File: src/rtl/nso_pkg.sv
// ----------------------------------------------------------------------------
// nso_pkg
// shared types, constants and saturation helpers for the state observer
// ----------------------------------------------------------------------------
`timescale 1ns / 1ps

package nso_pkg;

    localparam int FRAC_BITS_DEF = 16;

    localparam int DATA_W      = 32;
    localparam int ERR_W       = 33;
    localparam int STEP_W      = 17;
    localparam int GAIN_W      = 24;
    localparam int OPND_W      = 48;
    localparam int MUL_DIGIT_W = 8;
    localparam int MUL_DIGITS  = 3;
    localparam int DIGIT_IDX_W = 2;
    localparam int PP_W        = OPND_W + MUL_DIGIT_W + 1;
    localparam int ACC_W       = 72;
    localparam int SUM_W       = 73;
    localparam int CFG_IDX_W   = 3;
    localparam int CFG_DATA_W  = 32;

    localparam logic signed [SUM_W-1:0] INNER_HI = 73'sd35184372088831;
    localparam logic signed [SUM_W-1:0] INNER_LO = -73'sd35184372088832;
    localparam logic signed [SUM_W-1:0] SAT_HI   = 73'sd2147483647;
    localparam logic signed [SUM_W-1:0] SAT_LO   = -73'sd2147483648;

    localparam logic [STEP_W-1:0]        RST_STEP_SIZE = 17'd655;
    localparam logic [GAIN_W-1:0]        RST_GAIN_ONE  = 24'd6553600;
    localparam logic [GAIN_W-1:0]        RST_GAIN_TWO  = 24'd13107200;
    localparam logic [STEP_W-1:0]        RST_THRESHOLD = 17'd655;
    localparam logic [GAIN_W-1:0]        RST_SLOPE     = 24'd655360;
    localparam logic signed [DATA_W-1:0] RST_INIT_POS  = 32'sd19661;
    localparam logic signed [DATA_W-1:0] RST_INIT_RATE = 32'sd0;

    typedef enum logic [CFG_IDX_W-1:0] {
        REG_STEP_SIZE,
        REG_GAIN_ONE,
        REG_GAIN_TWO,
        REG_THRESHOLD,
        REG_SLOPE,
        REG_INIT_POS,
        REG_INIT_RATE
    } cfg_reg_t;

    typedef struct packed {
        logic [STEP_W-1:0]        step_size;
        logic [GAIN_W-1:0]        gain_one;
        logic [GAIN_W-1:0]        gain_two;
        logic [STEP_W-1:0]        threshold;
        logic [GAIN_W-1:0]        slope;
        logic signed [DATA_W-1:0] init_pos;
        logic signed [DATA_W-1:0] init_rate;
    } nso_cfg_t;

    typedef enum logic [3:0] {
        S_IDLE,
        S_G1_MUL,
        S_INNER,
        S_H1_MUL,
        S_DPOS,
        S_SQRT,
        S_ROOT,
        S_LIN_MUL,
        S_LIN_POST,
        S_G2_MUL,
        S_CORR,
        S_H2_MUL,
        S_DRATE,
        S_OUT
    } ctrl_state_t;

    typedef enum logic {
        A_ERR,
        A_OPND
    } a_sel_t;

    typedef enum logic [1:0] {
        B_STEP,
        B_GAIN_ONE,
        B_GAIN_TWO,
        B_SLOPE
    } b_sel_t;

    typedef enum logic [2:0] {
        POST_NONE,
        POST_INNER,
        POST_DPOS,
        POST_FAL,
        POST_CORR,
        POST_DRATE,
        POST_ROOT
    } post_op_t;

    typedef struct packed {
        logic                   load;
        logic                   mul_step;
        logic                   mul_first;
        logic [DIGIT_IDX_W-1:0] digit;
        a_sel_t                 a_sel;
        b_sel_t                 b_sel;
        post_op_t               post;
        logic                   sqrt_init;
        logic                   sqrt_step;
        logic                   out_load;
    } nso_cmd_t;

    typedef struct packed {
        logic e_big;
        logic out_free;
    } nso_status_t;

    function automatic logic signed [OPND_W-1:0] clamp_inner(
        input logic signed [SUM_W-1:0] v
    );
        logic signed [OPND_W-1:0] r;
        if (v > INNER_HI)
            r = INNER_HI[OPND_W-1:0];
        else if (v < INNER_LO)
            r = INNER_LO[OPND_W-1:0];
        else
            r = v[OPND_W-1:0];
        return r;
    endfunction

    function automatic logic signed [DATA_W-1:0] sat32(
        input logic signed [SUM_W-1:0] v
    );
        logic signed [DATA_W-1:0] r;
        if (v > SAT_HI)
            r = SAT_HI[DATA_W-1:0];
        else if (v < SAT_LO)
            r = SAT_LO[DATA_W-1:0];
        else
            r = v[DATA_W-1:0];
        return r;
    endfunction

endpackage

File: src/rtl/nso_cfg.sv
// ----------------------------------------------------------------------------
// nso_cfg
// configuration register file, masked to field widths on write
// ----------------------------------------------------------------------------
`timescale 1ns / 1ps

module nso_cfg (
    input  logic                             clk,
    input  logic                             rst_n,
    input  logic                             cfg_wr_en,
    input  logic [nso_pkg::CFG_IDX_W-1:0]    cfg_index,
    input  logic [nso_pkg::CFG_DATA_W-1:0]   cfg_wdata,
    output nso_pkg::nso_cfg_t                cfg
);

    nso_pkg::nso_cfg_t cfg_reg;
    nso_pkg::nso_cfg_t cfg_next;

    always_comb
    begin
        cfg_next = cfg_reg;
        if (cfg_wr_en)
        begin
            unique case (nso_pkg::cfg_reg_t'(cfg_index))
                nso_pkg::REG_STEP_SIZE: cfg_next.step_size = cfg_wdata[nso_pkg::STEP_W-1:0];
                nso_pkg::REG_GAIN_ONE:  cfg_next.gain_one  = cfg_wdata[nso_pkg::GAIN_W-1:0];
                nso_pkg::REG_GAIN_TWO:  cfg_next.gain_two  = cfg_wdata[nso_pkg::GAIN_W-1:0];
                nso_pkg::REG_THRESHOLD: cfg_next.threshold = cfg_wdata[nso_pkg::STEP_W-1:0];
                nso_pkg::REG_SLOPE:     cfg_next.slope     = cfg_wdata[nso_pkg::GAIN_W-1:0];
                nso_pkg::REG_INIT_POS:  cfg_next.init_pos  = cfg_wdata[nso_pkg::DATA_W-1:0];
                nso_pkg::REG_INIT_RATE: cfg_next.init_rate = cfg_wdata[nso_pkg::DATA_W-1:0];
                default:                cfg_next = cfg_reg;
            endcase
        end
    end

    always_ff @(posedge clk or negedge rst_n)
    begin
        if (!rst_n)
        begin
            cfg_reg.step_size <= nso_pkg::RST_STEP_SIZE;
            cfg_reg.gain_one  <= nso_pkg::RST_GAIN_ONE;
            cfg_reg.gain_two  <= nso_pkg::RST_GAIN_TWO;
            cfg_reg.threshold <= nso_pkg::RST_THRESHOLD;
            cfg_reg.slope     <= nso_pkg::RST_SLOPE;
            cfg_reg.init_pos  <= nso_pkg::RST_INIT_POS;
            cfg_reg.init_rate <= nso_pkg::RST_INIT_RATE;
        end
        else
        begin
            cfg_reg <= cfg_next;
        end
    end

    assign cfg = cfg_reg;

endmodule

File: src/rtl/nso_ctrl.sv
// ----------------------------------------------------------------------------
// nso_ctrl
// sequencer: multiply digits, square root steps and post operations
// ----------------------------------------------------------------------------
`timescale 1ns / 1ps

module nso_ctrl #(
    parameter int SQRT_STEPS = 25
) (
    input  logic                 clk,
    input  logic                 rst_n,
    input  logic                 s_tvalid,
    output logic                 s_tready,
    input  nso_pkg::nso_status_t status,
    output nso_pkg::nso_cmd_t    cmd
);

    localparam int SCNT_W = $clog2(SQRT_STEPS);
    localparam logic [nso_pkg::DIGIT_IDX_W-1:0] MUL_LAST =
        nso_pkg::DIGIT_IDX_W'(nso_pkg::MUL_DIGITS - 1);
    localparam logic [SCNT_W-1:0] SQRT_LAST = SCNT_W'(SQRT_STEPS - 1);

    nso_pkg::ctrl_state_t state_reg, state_next;
    logic [nso_pkg::DIGIT_IDX_W-1:0] dcnt_reg, dcnt_next;
    logic [SCNT_W-1:0]               scnt_reg, scnt_next;
    logic                            digit_done;

    assign digit_done = (dcnt_reg == '0);

    always_ff @(posedge clk or negedge rst_n)
    begin
        if (!rst_n)
        begin
            state_reg <= nso_pkg::S_IDLE;
            dcnt_reg  <= MUL_LAST;
            scnt_reg  <= '0;
        end
        else
        begin
            state_reg <= state_next;
            dcnt_reg  <= dcnt_next;
            scnt_reg  <= scnt_next;
        end
    end

    always_comb
    begin
        state_next    = state_reg;
        dcnt_next     = MUL_LAST;
        scnt_next     = scnt_reg;
        s_tready      = 1'b0;
        cmd           = '0;
        cmd.a_sel     = nso_pkg::A_ERR;
        cmd.b_sel     = nso_pkg::B_STEP;
        cmd.post      = nso_pkg::POST_NONE;
        cmd.digit     = dcnt_reg;
        cmd.mul_first = (dcnt_reg == MUL_LAST);

        unique case (state_reg)
            nso_pkg::S_IDLE:
            begin
                s_tready = 1'b1;
                if (s_tvalid)
                begin
                    cmd.load   = 1'b1;
                    state_next = nso_pkg::S_G1_MUL;
                end
            end
            nso_pkg::S_G1_MUL:
            begin
                cmd.mul_step = 1'b1;
                cmd.a_sel    = nso_pkg::A_ERR;
                cmd.b_sel    = nso_pkg::B_GAIN_ONE;
                if (digit_done)
                    state_next = nso_pkg::S_INNER;
                else
                    dcnt_next = dcnt_reg - 1'b1;
            end
            nso_pkg::S_INNER:
            begin
                cmd.post   = nso_pkg::POST_INNER;
                state_next = nso_pkg::S_H1_MUL;
            end
            nso_pkg::S_H1_MUL:
            begin
                cmd.mul_step = 1'b1;
                cmd.a_sel    = nso_pkg::A_OPND;
                cmd.b_sel    = nso_pkg::B_STEP;
                if (digit_done)
                    state_next = nso_pkg::S_DPOS;
                else
                    dcnt_next = dcnt_reg - 1'b1;
            end
            nso_pkg::S_DPOS:
            begin
                cmd.post = nso_pkg::POST_DPOS;
                if (status.e_big)
                begin
                    cmd.sqrt_init = 1'b1;
                    scnt_next     = SQRT_LAST;
                    state_next    = nso_pkg::S_SQRT;
                end
                else
                begin
                    state_next = nso_pkg::S_LIN_MUL;
                end
            end
            nso_pkg::S_SQRT:
            begin
                cmd.sqrt_step = 1'b1;
                if (scnt_reg == '0)
                    state_next = nso_pkg::S_ROOT;
                else
                    scnt_next = scnt_reg - 1'b1;
            end
            nso_pkg::S_ROOT:
            begin
                cmd.post   = nso_pkg::POST_ROOT;
                state_next = nso_pkg::S_G2_MUL;
            end
            nso_pkg::S_LIN_MUL:
            begin
                cmd.mul_step = 1'b1;
                cmd.a_sel    = nso_pkg::A_ERR;
                cmd.b_sel    = nso_pkg::B_SLOPE;
                if (digit_done)
                    state_next = nso_pkg::S_LIN_POST;
                else
                    dcnt_next = dcnt_reg - 1'b1;
            end
            nso_pkg::S_LIN_POST:
            begin
                cmd.post   = nso_pkg::POST_FAL;
                state_next = nso_pkg::S_G2_MUL;
            end
            nso_pkg::S_G2_MUL:
            begin
                cmd.mul_step = 1'b1;
                cmd.a_sel    = nso_pkg::A_OPND;
                cmd.b_sel    = nso_pkg::B_GAIN_TWO;
                if (digit_done)
                    state_next = nso_pkg::S_CORR;
                else
                    dcnt_next = dcnt_reg - 1'b1;
            end
            nso_pkg::S_CORR:
            begin
                cmd.post   = nso_pkg::POST_CORR;
                state_next = nso_pkg::S_H2_MUL;
            end
            nso_pkg::S_H2_MUL:
            begin
                cmd.mul_step = 1'b1;
                cmd.a_sel    = nso_pkg::A_OPND;
                cmd.b_sel    = nso_pkg::B_STEP;
                if (digit_done)
                    state_next = nso_pkg::S_DRATE;
                else
                    dcnt_next = dcnt_reg - 1'b1;
            end
            nso_pkg::S_DRATE:
            begin
                cmd.post   = nso_pkg::POST_DRATE;
                state_next = nso_pkg::S_OUT;
            end
            nso_pkg::S_OUT:
            begin
                if (status.out_free)
                begin
                    cmd.out_load = 1'b1;
                    state_next   = nso_pkg::S_IDLE;
                end
            end
            default:
            begin
                state_next = nso_pkg::S_IDLE;
            end
        endcase
    end

endmodule

File: src/rtl/nso_dp.sv
// ----------------------------------------------------------------------------
// nso_dp
// datapath: estimates, digit-serial multiplier, bit-serial square root,
// post operations with clamping, output register
// ----------------------------------------------------------------------------
`timescale 1ns / 1ps

module nso_dp #(
    parameter int FRAC_BITS  = nso_pkg::FRAC_BITS_DEF,
    parameter int SQRT_STEPS = 25
) (
    input  logic                              clk,
    input  logic                              rst_n,
    input  nso_pkg::nso_cfg_t                 cfg,
    input  nso_pkg::nso_cmd_t                 cmd,
    output nso_pkg::nso_status_t              status,
    input  logic signed [nso_pkg::DATA_W-1:0] in_measurement,
    input  logic                              in_load_initial,
    input  logic                              out_ready,
    output logic                              out_valid,
    output logic [nso_pkg::DATA_W-1:0]        out_position,
    output logic [nso_pkg::DATA_W-1:0]        out_rate
);

    localparam int RAD_W = 2 * SQRT_STEPS;
    localparam int REM_W = SQRT_STEPS + 2;
    localparam int TRY_W = SQRT_STEPS + 4;

    logic signed [nso_pkg::DATA_W-1:0] pos_reg, pos_next;
    logic signed [nso_pkg::DATA_W-1:0] rate_reg, rate_next;
    logic signed [nso_pkg::ERR_W-1:0]  err_reg, err_next;
    logic signed [nso_pkg::OPND_W-1:0] opnd_reg, opnd_next;
    logic signed [nso_pkg::ACC_W-1:0]  acc_reg, acc_next;
    logic [RAD_W-1:0]                  rad_reg, rad_next;
    logic [REM_W-1:0]                  rem_reg, rem_next;
    logic [SQRT_STEPS-1:0]             root_reg, root_next;
    logic                              out_valid_reg, out_valid_next;
    logic [nso_pkg::DATA_W-1:0]        out_pos_reg, out_rate_reg;

    logic signed [nso_pkg::DATA_W-1:0] base_pos;
    logic [nso_pkg::ERR_W-1:0]         err_mag;
    logic signed [nso_pkg::OPND_W-1:0] a_op;
    logic [nso_pkg::GAIN_W-1:0]        b_op;
    logic [nso_pkg::MUL_DIGIT_W-1:0]   b_digit;
    logic signed [nso_pkg::PP_W-1:0]   pp;
    logic signed [nso_pkg::ACC_W-1:0]  shifted;
    logic signed [nso_pkg::SUM_W-1:0]  shifted_x;
    logic [TRY_W-1:0]                  rem_sh, trial;
    logic signed [nso_pkg::OPND_W-1:0] root_x;

    // error magnitude, 33 bits unsigned so that -2^32 still fits
    assign err_mag = err_reg[nso_pkg::ERR_W-1] ? (~err_reg + 1'b1) : err_reg;

    assign status.e_big    = (err_mag > {{(nso_pkg::ERR_W-nso_pkg::STEP_W){1'b0}}, cfg.threshold});
    assign status.out_free = !out_valid_reg || out_ready;

    // shared 48 x 8 multiplier, most significant digit first
    always_comb
    begin
        case (cmd.a_sel)
            nso_pkg::A_ERR: a_op = {{(nso_pkg::OPND_W-nso_pkg::ERR_W){err_reg[nso_pkg::ERR_W-1]}},
                                    err_reg};
            default:        a_op = opnd_reg;
        endcase
        case (cmd.b_sel)
            nso_pkg::B_STEP:     b_op = {{(nso_pkg::GAIN_W-nso_pkg::STEP_W){1'b0}}, cfg.step_size};
            nso_pkg::B_GAIN_ONE: b_op = cfg.gain_one;
            nso_pkg::B_GAIN_TWO: b_op = cfg.gain_two;
            default:             b_op = cfg.slope;
        endcase
    end

    assign b_digit = b_op[cmd.digit*nso_pkg::MUL_DIGIT_W +: nso_pkg::MUL_DIGIT_W];
    assign pp      = $signed({{(nso_pkg::PP_W-nso_pkg::OPND_W){a_op[nso_pkg::OPND_W-1]}}, a_op})
                   * $signed({{(nso_pkg::PP_W-nso_pkg::MUL_DIGIT_W){1'b0}}, b_digit});

    assign shifted   = acc_reg >>> FRAC_BITS;
    assign shifted_x = {shifted[nso_pkg::ACC_W-1], shifted};

    // restoring square root, one root bit per step
    assign rem_sh = {rem_reg, rad_reg[RAD_W-1 -: 2]};
    assign trial  = {2'b00, root_reg, 2'b01};
    assign root_x = {{(nso_pkg::OPND_W-SQRT_STEPS){1'b0}}, root_reg};

    assign base_pos = in_load_initial ? cfg.init_pos : pos_reg;

    always_comb
    begin
        pos_next  = pos_reg;
        rate_next = rate_reg;
        err_next  = err_reg;
        opnd_next = opnd_reg;
        acc_next  = acc_reg;
        rad_next  = rad_reg;
        rem_next  = rem_reg;
        root_next = root_reg;

        if (cmd.load)
        begin
            err_next = {base_pos[nso_pkg::DATA_W-1], base_pos}
                     - {in_measurement[nso_pkg::DATA_W-1], in_measurement};
            if (in_load_initial)
            begin
                pos_next  = cfg.init_pos;
                rate_next = cfg.init_rate;
            end
        end

        if (cmd.mul_step)
        begin
            acc_next = (cmd.mul_first ? '0 : (acc_reg <<< nso_pkg::MUL_DIGIT_W))
                     + {{(nso_pkg::ACC_W-nso_pkg::PP_W){pp[nso_pkg::PP_W-1]}}, pp};
        end

        if (cmd.sqrt_init)
        begin
            rad_next  = RAD_W'(err_mag) << FRAC_BITS;
            rem_next  = '0;
            root_next = '0;
        end
        else if (cmd.sqrt_step)
        begin
            rad_next = rad_reg << 2;
            if (rem_sh >= trial)
            begin
                rem_next  = REM_W'(rem_sh - trial);
                root_next = {root_reg[SQRT_STEPS-2:0], 1'b1};
            end
            else
            begin
                rem_next  = REM_W'(rem_sh);
                root_next = {root_reg[SQRT_STEPS-2:0], 1'b0};
            end
        end

        case (cmd.post)
            nso_pkg::POST_INNER:
                opnd_next = nso_pkg::clamp_inner(
                    {{(nso_pkg::SUM_W-nso_pkg::DATA_W){rate_reg[nso_pkg::DATA_W-1]}}, rate_reg}
                    - shifted_x);
            nso_pkg::POST_DPOS:
                pos_next = nso_pkg::sat32(
                    {{(nso_pkg::SUM_W-nso_pkg::DATA_W){pos_reg[nso_pkg::DATA_W-1]}}, pos_reg}
                    + shifted_x);
            nso_pkg::POST_FAL:
                opnd_next = shifted[nso_pkg::OPND_W-1:0];
            nso_pkg::POST_CORR:
                opnd_next = nso_pkg::clamp_inner(shifted_x);
            nso_pkg::POST_DRATE:
                rate_next = nso_pkg::sat32(
                    {{(nso_pkg::SUM_W-nso_pkg::DATA_W){rate_reg[nso_pkg::DATA_W-1]}}, rate_reg}
                    - shifted_x);
            nso_pkg::POST_ROOT:
                opnd_next = err_reg[nso_pkg::ERR_W-1] ? -root_x : root_x;
            default:
                opnd_next = opnd_next;
        endcase
    end

    always_comb
    begin
        out_valid_next = out_valid_reg;
        if (cmd.out_load)
            out_valid_next = 1'b1;
        else if (out_ready)
            out_valid_next = 1'b0;
    end

    always_ff @(posedge clk or negedge rst_n)
    begin
        if (!rst_n)
        begin
            pos_reg       <= nso_pkg::RST_INIT_POS;
            rate_reg      <= nso_pkg::RST_INIT_RATE;
            out_valid_reg <= 1'b0;
        end
        else
        begin
            pos_reg       <= pos_next;
            rate_reg      <= rate_next;
            out_valid_reg <= out_valid_next;
        end
    end

    always_ff @(posedge clk)
    begin
        err_reg  <= err_next;
        opnd_reg <= opnd_next;
        acc_reg  <= acc_next;
        rad_reg  <= rad_next;
        rem_reg  <= rem_next;
        root_reg <= root_next;
        if (cmd.out_load)
        begin
            out_pos_reg  <= pos_reg;
            out_rate_reg <= rate_reg;
        end
    end

    assign out_valid    = out_valid_reg;
    assign out_position = out_pos_reg;
    assign out_rate     = out_rate_reg;

endmodule

File: src/rtl/nonlinear_state_observer.sv
// ----------------------------------------------------------------------------
// nonlinear_state_observer
// an update takes the root path when |error| is above fal_threshold and runs longer
//   there than inside the linear zone; a new input transaction is taken only in idle
// the bit-serial root (one bit per cycle) and four 3-digit products (five inside the
//   linear zone) on one shared 48 x 8 multiplier set how long each update runs
// reset: async active low; registers to defaults, estimates to init defaults
// ----------------------------------------------------------------------------
`timescale 1ns / 1ps

module nonlinear_state_observer #(
    parameter int FRAC_BITS = nso_pkg::FRAC_BITS_DEF
) (
    input  logic                                 clk,
    input  logic                                 rst_n,
    // configuration write port, index follows the register list
    input  logic                                 cfg_wr_en,
    input  logic [nso_pkg::CFG_IDX_W-1:0]        cfg_index,
    input  logic [nso_pkg::CFG_DATA_W-1:0]       cfg_wdata,
    // input stream
    input  logic                                 s_tvalid,
    output logic                                 s_tready,
    input  logic [nso_pkg::DATA_W-1:0]           s_tdata,   // [31:0] measurement
    input  logic                                 s_tuser,   // [0] load_initial
    // result stream
    output logic                                 m_tvalid,
    input  logic                                 m_tready,
    output logic [2*nso_pkg::DATA_W-1:0]         m_tdata    // [31:0] position_estimate,
                                                            // [63:32] rate_estimate
);

    // root of |e| << FRAC_BITS: radicand padded to an even bit count
    localparam int SQRT_STEPS = (nso_pkg::ERR_W + FRAC_BITS + 1) / 2;

    nso_pkg::nso_cfg_t    cfg;
    nso_pkg::nso_cmd_t    cmd;
    nso_pkg::nso_status_t status;
    logic [nso_pkg::DATA_W-1:0] out_position;
    logic [nso_pkg::DATA_W-1:0] out_rate;

    // register file; the user must write it only between transactions, the block does not enforce this
    nso_cfg u_cfg (
        .clk       (clk),
        .rst_n     (rst_n),
        .cfg_wr_en (cfg_wr_en),
        .cfg_index (cfg_index),
        .cfg_wdata (cfg_wdata),
        .cfg       (cfg)
    );

    // sequencer: accepts one transaction in idle, walks the update, then
    // waits for room in the output register before returning to idle
    nso_ctrl #(
        .SQRT_STEPS (SQRT_STEPS)
    ) u_ctrl (
        .clk      (clk),
        .rst_n    (rst_n),
        .s_tvalid (s_tvalid),
        .s_tready (s_tready),
        .status   (status),
        .cmd      (cmd)
    );

    // datapath: error, position update, fal (root or linear), rate update;
    // the output register lets a finished result wait while the next input
    // transaction is already taken
    nso_dp #(
        .FRAC_BITS  (FRAC_BITS),
        .SQRT_STEPS (SQRT_STEPS)
    ) u_dp (
        .clk             (clk),
        .rst_n           (rst_n),
        .cfg             (cfg),
        .cmd             (cmd),
        .status          (status),
        .in_measurement  (s_tdata),
        .in_load_initial (s_tuser),
        .out_ready       (m_tready),
        .out_valid       (m_tvalid),
        .out_position    (out_position),
        .out_rate        (out_rate)
    );

    // position in the low word, rate in the high word
    assign m_tdata = {out_rate, out_position};

endmodule

File: config.mk
export PLATFORM = sky130hd
export DESIGN_NAME = nonlinear_state_observer
export DESIGN_NICKNAME = d
export VERILOG_FILES = /design/src/rtl/nso_pkg.sv /design/src/rtl/nso_cfg.sv /design/src/rtl/nso_ctrl.sv /design/src/rtl/nso_dp.sv /design/src/rtl/nonlinear_state_observer.sv
export SDC_FILE = /design/constraint.sdc
export NUM_CORES = 2
export LEC_CHECK = 0
export ABC_AREA = 1
export BUFFER_PORTS_ARGS = -buffer_cell sky130_fd_sc_hd__clkbuf_2
export CORE_AREA = 2 2 454 456
export DETAILED_ROUTE_END_ITERATION = 12
export DIE_AREA = 0 0 456 458
export PLACE_DENSITY = 0.4
export REMOVE_ABC_BUFFERS = 1
export SYNTH_ARGS = -nofsm -noshare
export SYNTH_HDL_FRONTEND = slang
export SYNTH_SLANG_ARGS = --single-unit
File: constraint.sdc
create_clock -name clk -period 26.1 [get_ports clk]
set_clock_uncertainty 0.1 [all_clocks]
set_input_delay 5.22 -clock clk [delete_from_list [all_inputs] [get_ports clk]]
set_output_delay 5.22 -clock clk [all_outputs]
set_load 0.02 [all_outputs]
==> impl_metrics.env <==
export IMPL_status="complete, no violations"
export IMPL_rsz0062_at_grt="no"
export IMPL_fmax_mhz=86.2
export IMPL_largest_reg_flops=170
export IMPL_cp_arrival_ns=11.91
export IMPL_relSlewSlack_pct=15.0
export IMPL_routedWlPerCell_um=22.5
export IMPL_cts_tree="yes"
export IMPL_clk_pin_slew_ns=0.06
export IMPL_finalMaxSlewViolations=0
export IMPL_fin_nets=9188
export IMPL_drcViolationCount=0
export IMPL_cts_buffers=73
export IMPL_postCtsSetupRepairBufs=0
export IMPL_core_area_um2=204000
export IMPL_cts_max_level=3
export IMPL_r2r_start="u_ctrl.state_reg[3]"
export IMPL_hp_start="u_cfg.cfg[61]"
export IMPL_fin_crit_sh_pct=44.4
export IMPL_critPathMostFrequentCell="nand2_1"
export IMPL_synth_ff_type="edfxtp_1"
export IMPL_worst_slew_pin_slew_ns=1.26
export IMPL_min_path_type="reg2reg"
export IMPL_postRouteAntennaNets=0
export IMPL_place_inst=11100
export IMPL_end_kind="register"
export IMPL_place_ws_ns=14.32
export IMPL_r2r_cells=39
export IMPL_yosys_top_cells_count="nand2_1, inv_1, nor2_1"
export IMPL_synth_most_common_cell="nand2_1"
export IMPL_grt_use_total_pct=23.8
export IMPL_io_pins=139
export IMPL_cts_max_path_buffers=3
export IMPL_syn_inst=8353
export IMPL_drt_wl_total_um=252000
export IMPL_required_ns=26.41
export IMPL_crit_path_start_kind="register"
export IMPL_final_setup_tns_ns=0
export IMPL_ys_seq_elements=549
export IMPL_syn_avg_cell_area_um2=6.81
export IMPL_clk_latency_ns=0.70
export IMPL_cap_violations=0
export IMPL_setup_viol=0
export IMPL_cp_slowest_cell="xnor2_2"
export IMPL_synth_enable_flop_cells=250
export IMPL_globalplace_congestion=0.947
export IMPL_vias_per_cell=4.89
export IMPL_start_util_pct=27.9
export IMPL_hold_ws_ns=0.382
export IMPL_syn_area_um2=56900
export IMPL_numClockSinks=549
export IMPL_grt_pass1_vias=54900
export IMPL_synth_top_area_cell="nand2_1"
export IMPL_rows=166
export IMPL_synth_area_leaders="nand2_1, edfxtp_1, fa_1"
export IMPL_final_cells=11200
export IMPL_vias=54700
export IMPL_cts_hold_buf=0
export IMPL_critPathMaxFanout=39
export IMPL_ff_latch_area_um2=14800
export IMPL_dieWidth_um=456
export IMPL_critPathLaunch="u_ctrl.state_reg[3]"
export IMPL_cts_resized=0
export IMPL_crit_type="reg2reg"
export IMPL_grt_max_degree=167
export IMPL_hpwl_um=207000
export IMPL_drt_iter0_markers=4021
export IMPL_hold_depth=2
export IMPL_timing_final_ws_setup_ns=14.50
export IMPL_first_pass_iters=5
export IMPL_overflow=0
export IMPL_ys_types=70
export IMPL_yosysSeqAreaShare_pct=26.0
export IMPL_grt_pass1_wl_um=369000
export IMPL_multiInputGateArea_um2=35500
export IMPL_critPathMaxStageDelay_ns=0.88
export IMPL_antenna_found_initial=16
export IMPL_synthToLayoutAreaGrowth_pct=11.0
export IMPL_die_h_um=458
export IMPL_dieArea_um2=209000
export IMPL_root_buffer="clkbuf_16"
export IMPL_port_buffer_count=138
export IMPL_ys_async_sr_fraction_pct=44.8
export IMPL_fin_crit_ns=11.60
export IMPL_synth_top_area_share_pct=15.7
export IMPL_num_fill_cells=22700
export IMPL_hold_viol=0
export IMPL_ys_warn_count=0
export IMPL_drive_above_1_share_pct=5.56
-- through the flow --
step	cell area [um^2]	utilization (%)
6_report	63100	31.0
4_1_cts	63100	31.0
3_5_place_dp	60700	29.8
3_3_place_gp	60700	29.8
2_1_floorplan	56000	-
5_1_grt	63100	31.0
-- metal layers --
metal	wire (um)	global-route usage [%]
met5	0	0
met4	8270	7.61
met3	10400	2.00
met2	118000	40.1
met1	116000	32.1
-- worst paths after layout --
kind	end	slack, ns
max	u_dp.acc_reg[70]	14.50
min in group asynchronous	u_cfg.cfg[33]	4.38
max reg2reg	u_dp.acc_reg[70]	14.50
max in group asynchronous	u_dp.rate_reg[21]	20.06
min	u_cfg.cfg[61]	0.38
min reg2reg	u_cfg.cfg[61]	0.38
-- placed cells by master (no fill, tap or decap), types with 15 or more instances in the layout --
cell type     n
nor3_1       56
ha_1        373
clkbuf_1     17
o21bai_1     20
o21a_1       27
dfstp_2      37
clkbuf_2    137
mux2_2       29
nor4_1       20
nor2_1      941
xnor2_1      67
dfxtp_1      53
a21oi_1     499
nand3_1     366
inv_1      1529
xor2_1      158
inv_2        17
clkinv_2     16
edfxtp_1    250
nand4_1      96
fa_1        298
buf_4        70
clkbuf_16    73
dfrtp_1     209
nand2_1    2373
a31oi_1      59
o21ai_0     434
o211ai_1     15
o21ai_1      22
-- worst max-delay path, delay by kind of cell, from the launching register on --
| family | cells | cell delay (ns) |
|---|---|---|
| compound gates | 10 | 3.24 |
| fa+ha+maj | 6 | 2.81 |
| buf+inv | 9 | 1.92 |
| simple gates | 13 | 1.88 |
| xor+xnor | 1 | 0.88 |
| flops | 1 | 0.43 |
-- layout make-up --
class	instances	area share, %
Antenna cell	7	0.0277
Multi-Input combinational cell	6056	56.2
Tap cell	2688	5.33
Clock inverter	40	0.697
Timing Repair Buffer	209	1.97
Clock buffer	95	3.10
Inverter	1554	9.24
Sequential cell	549	23.4
-- logic make-up after synthesis --
group	count (synthesis)	share of synthesized area (%)
mux	30	0.592
fa+ha+maj	672	18.7
simple gates	3933	27.8
buf+inv	1748	11.8
flops	549	26.0
xor+xnor	226	3.48
compound gates	1195	11.6
Power is not shown: default switching activity piles up to over one toggle a cycle in this logic, so the estimate is an artifact.
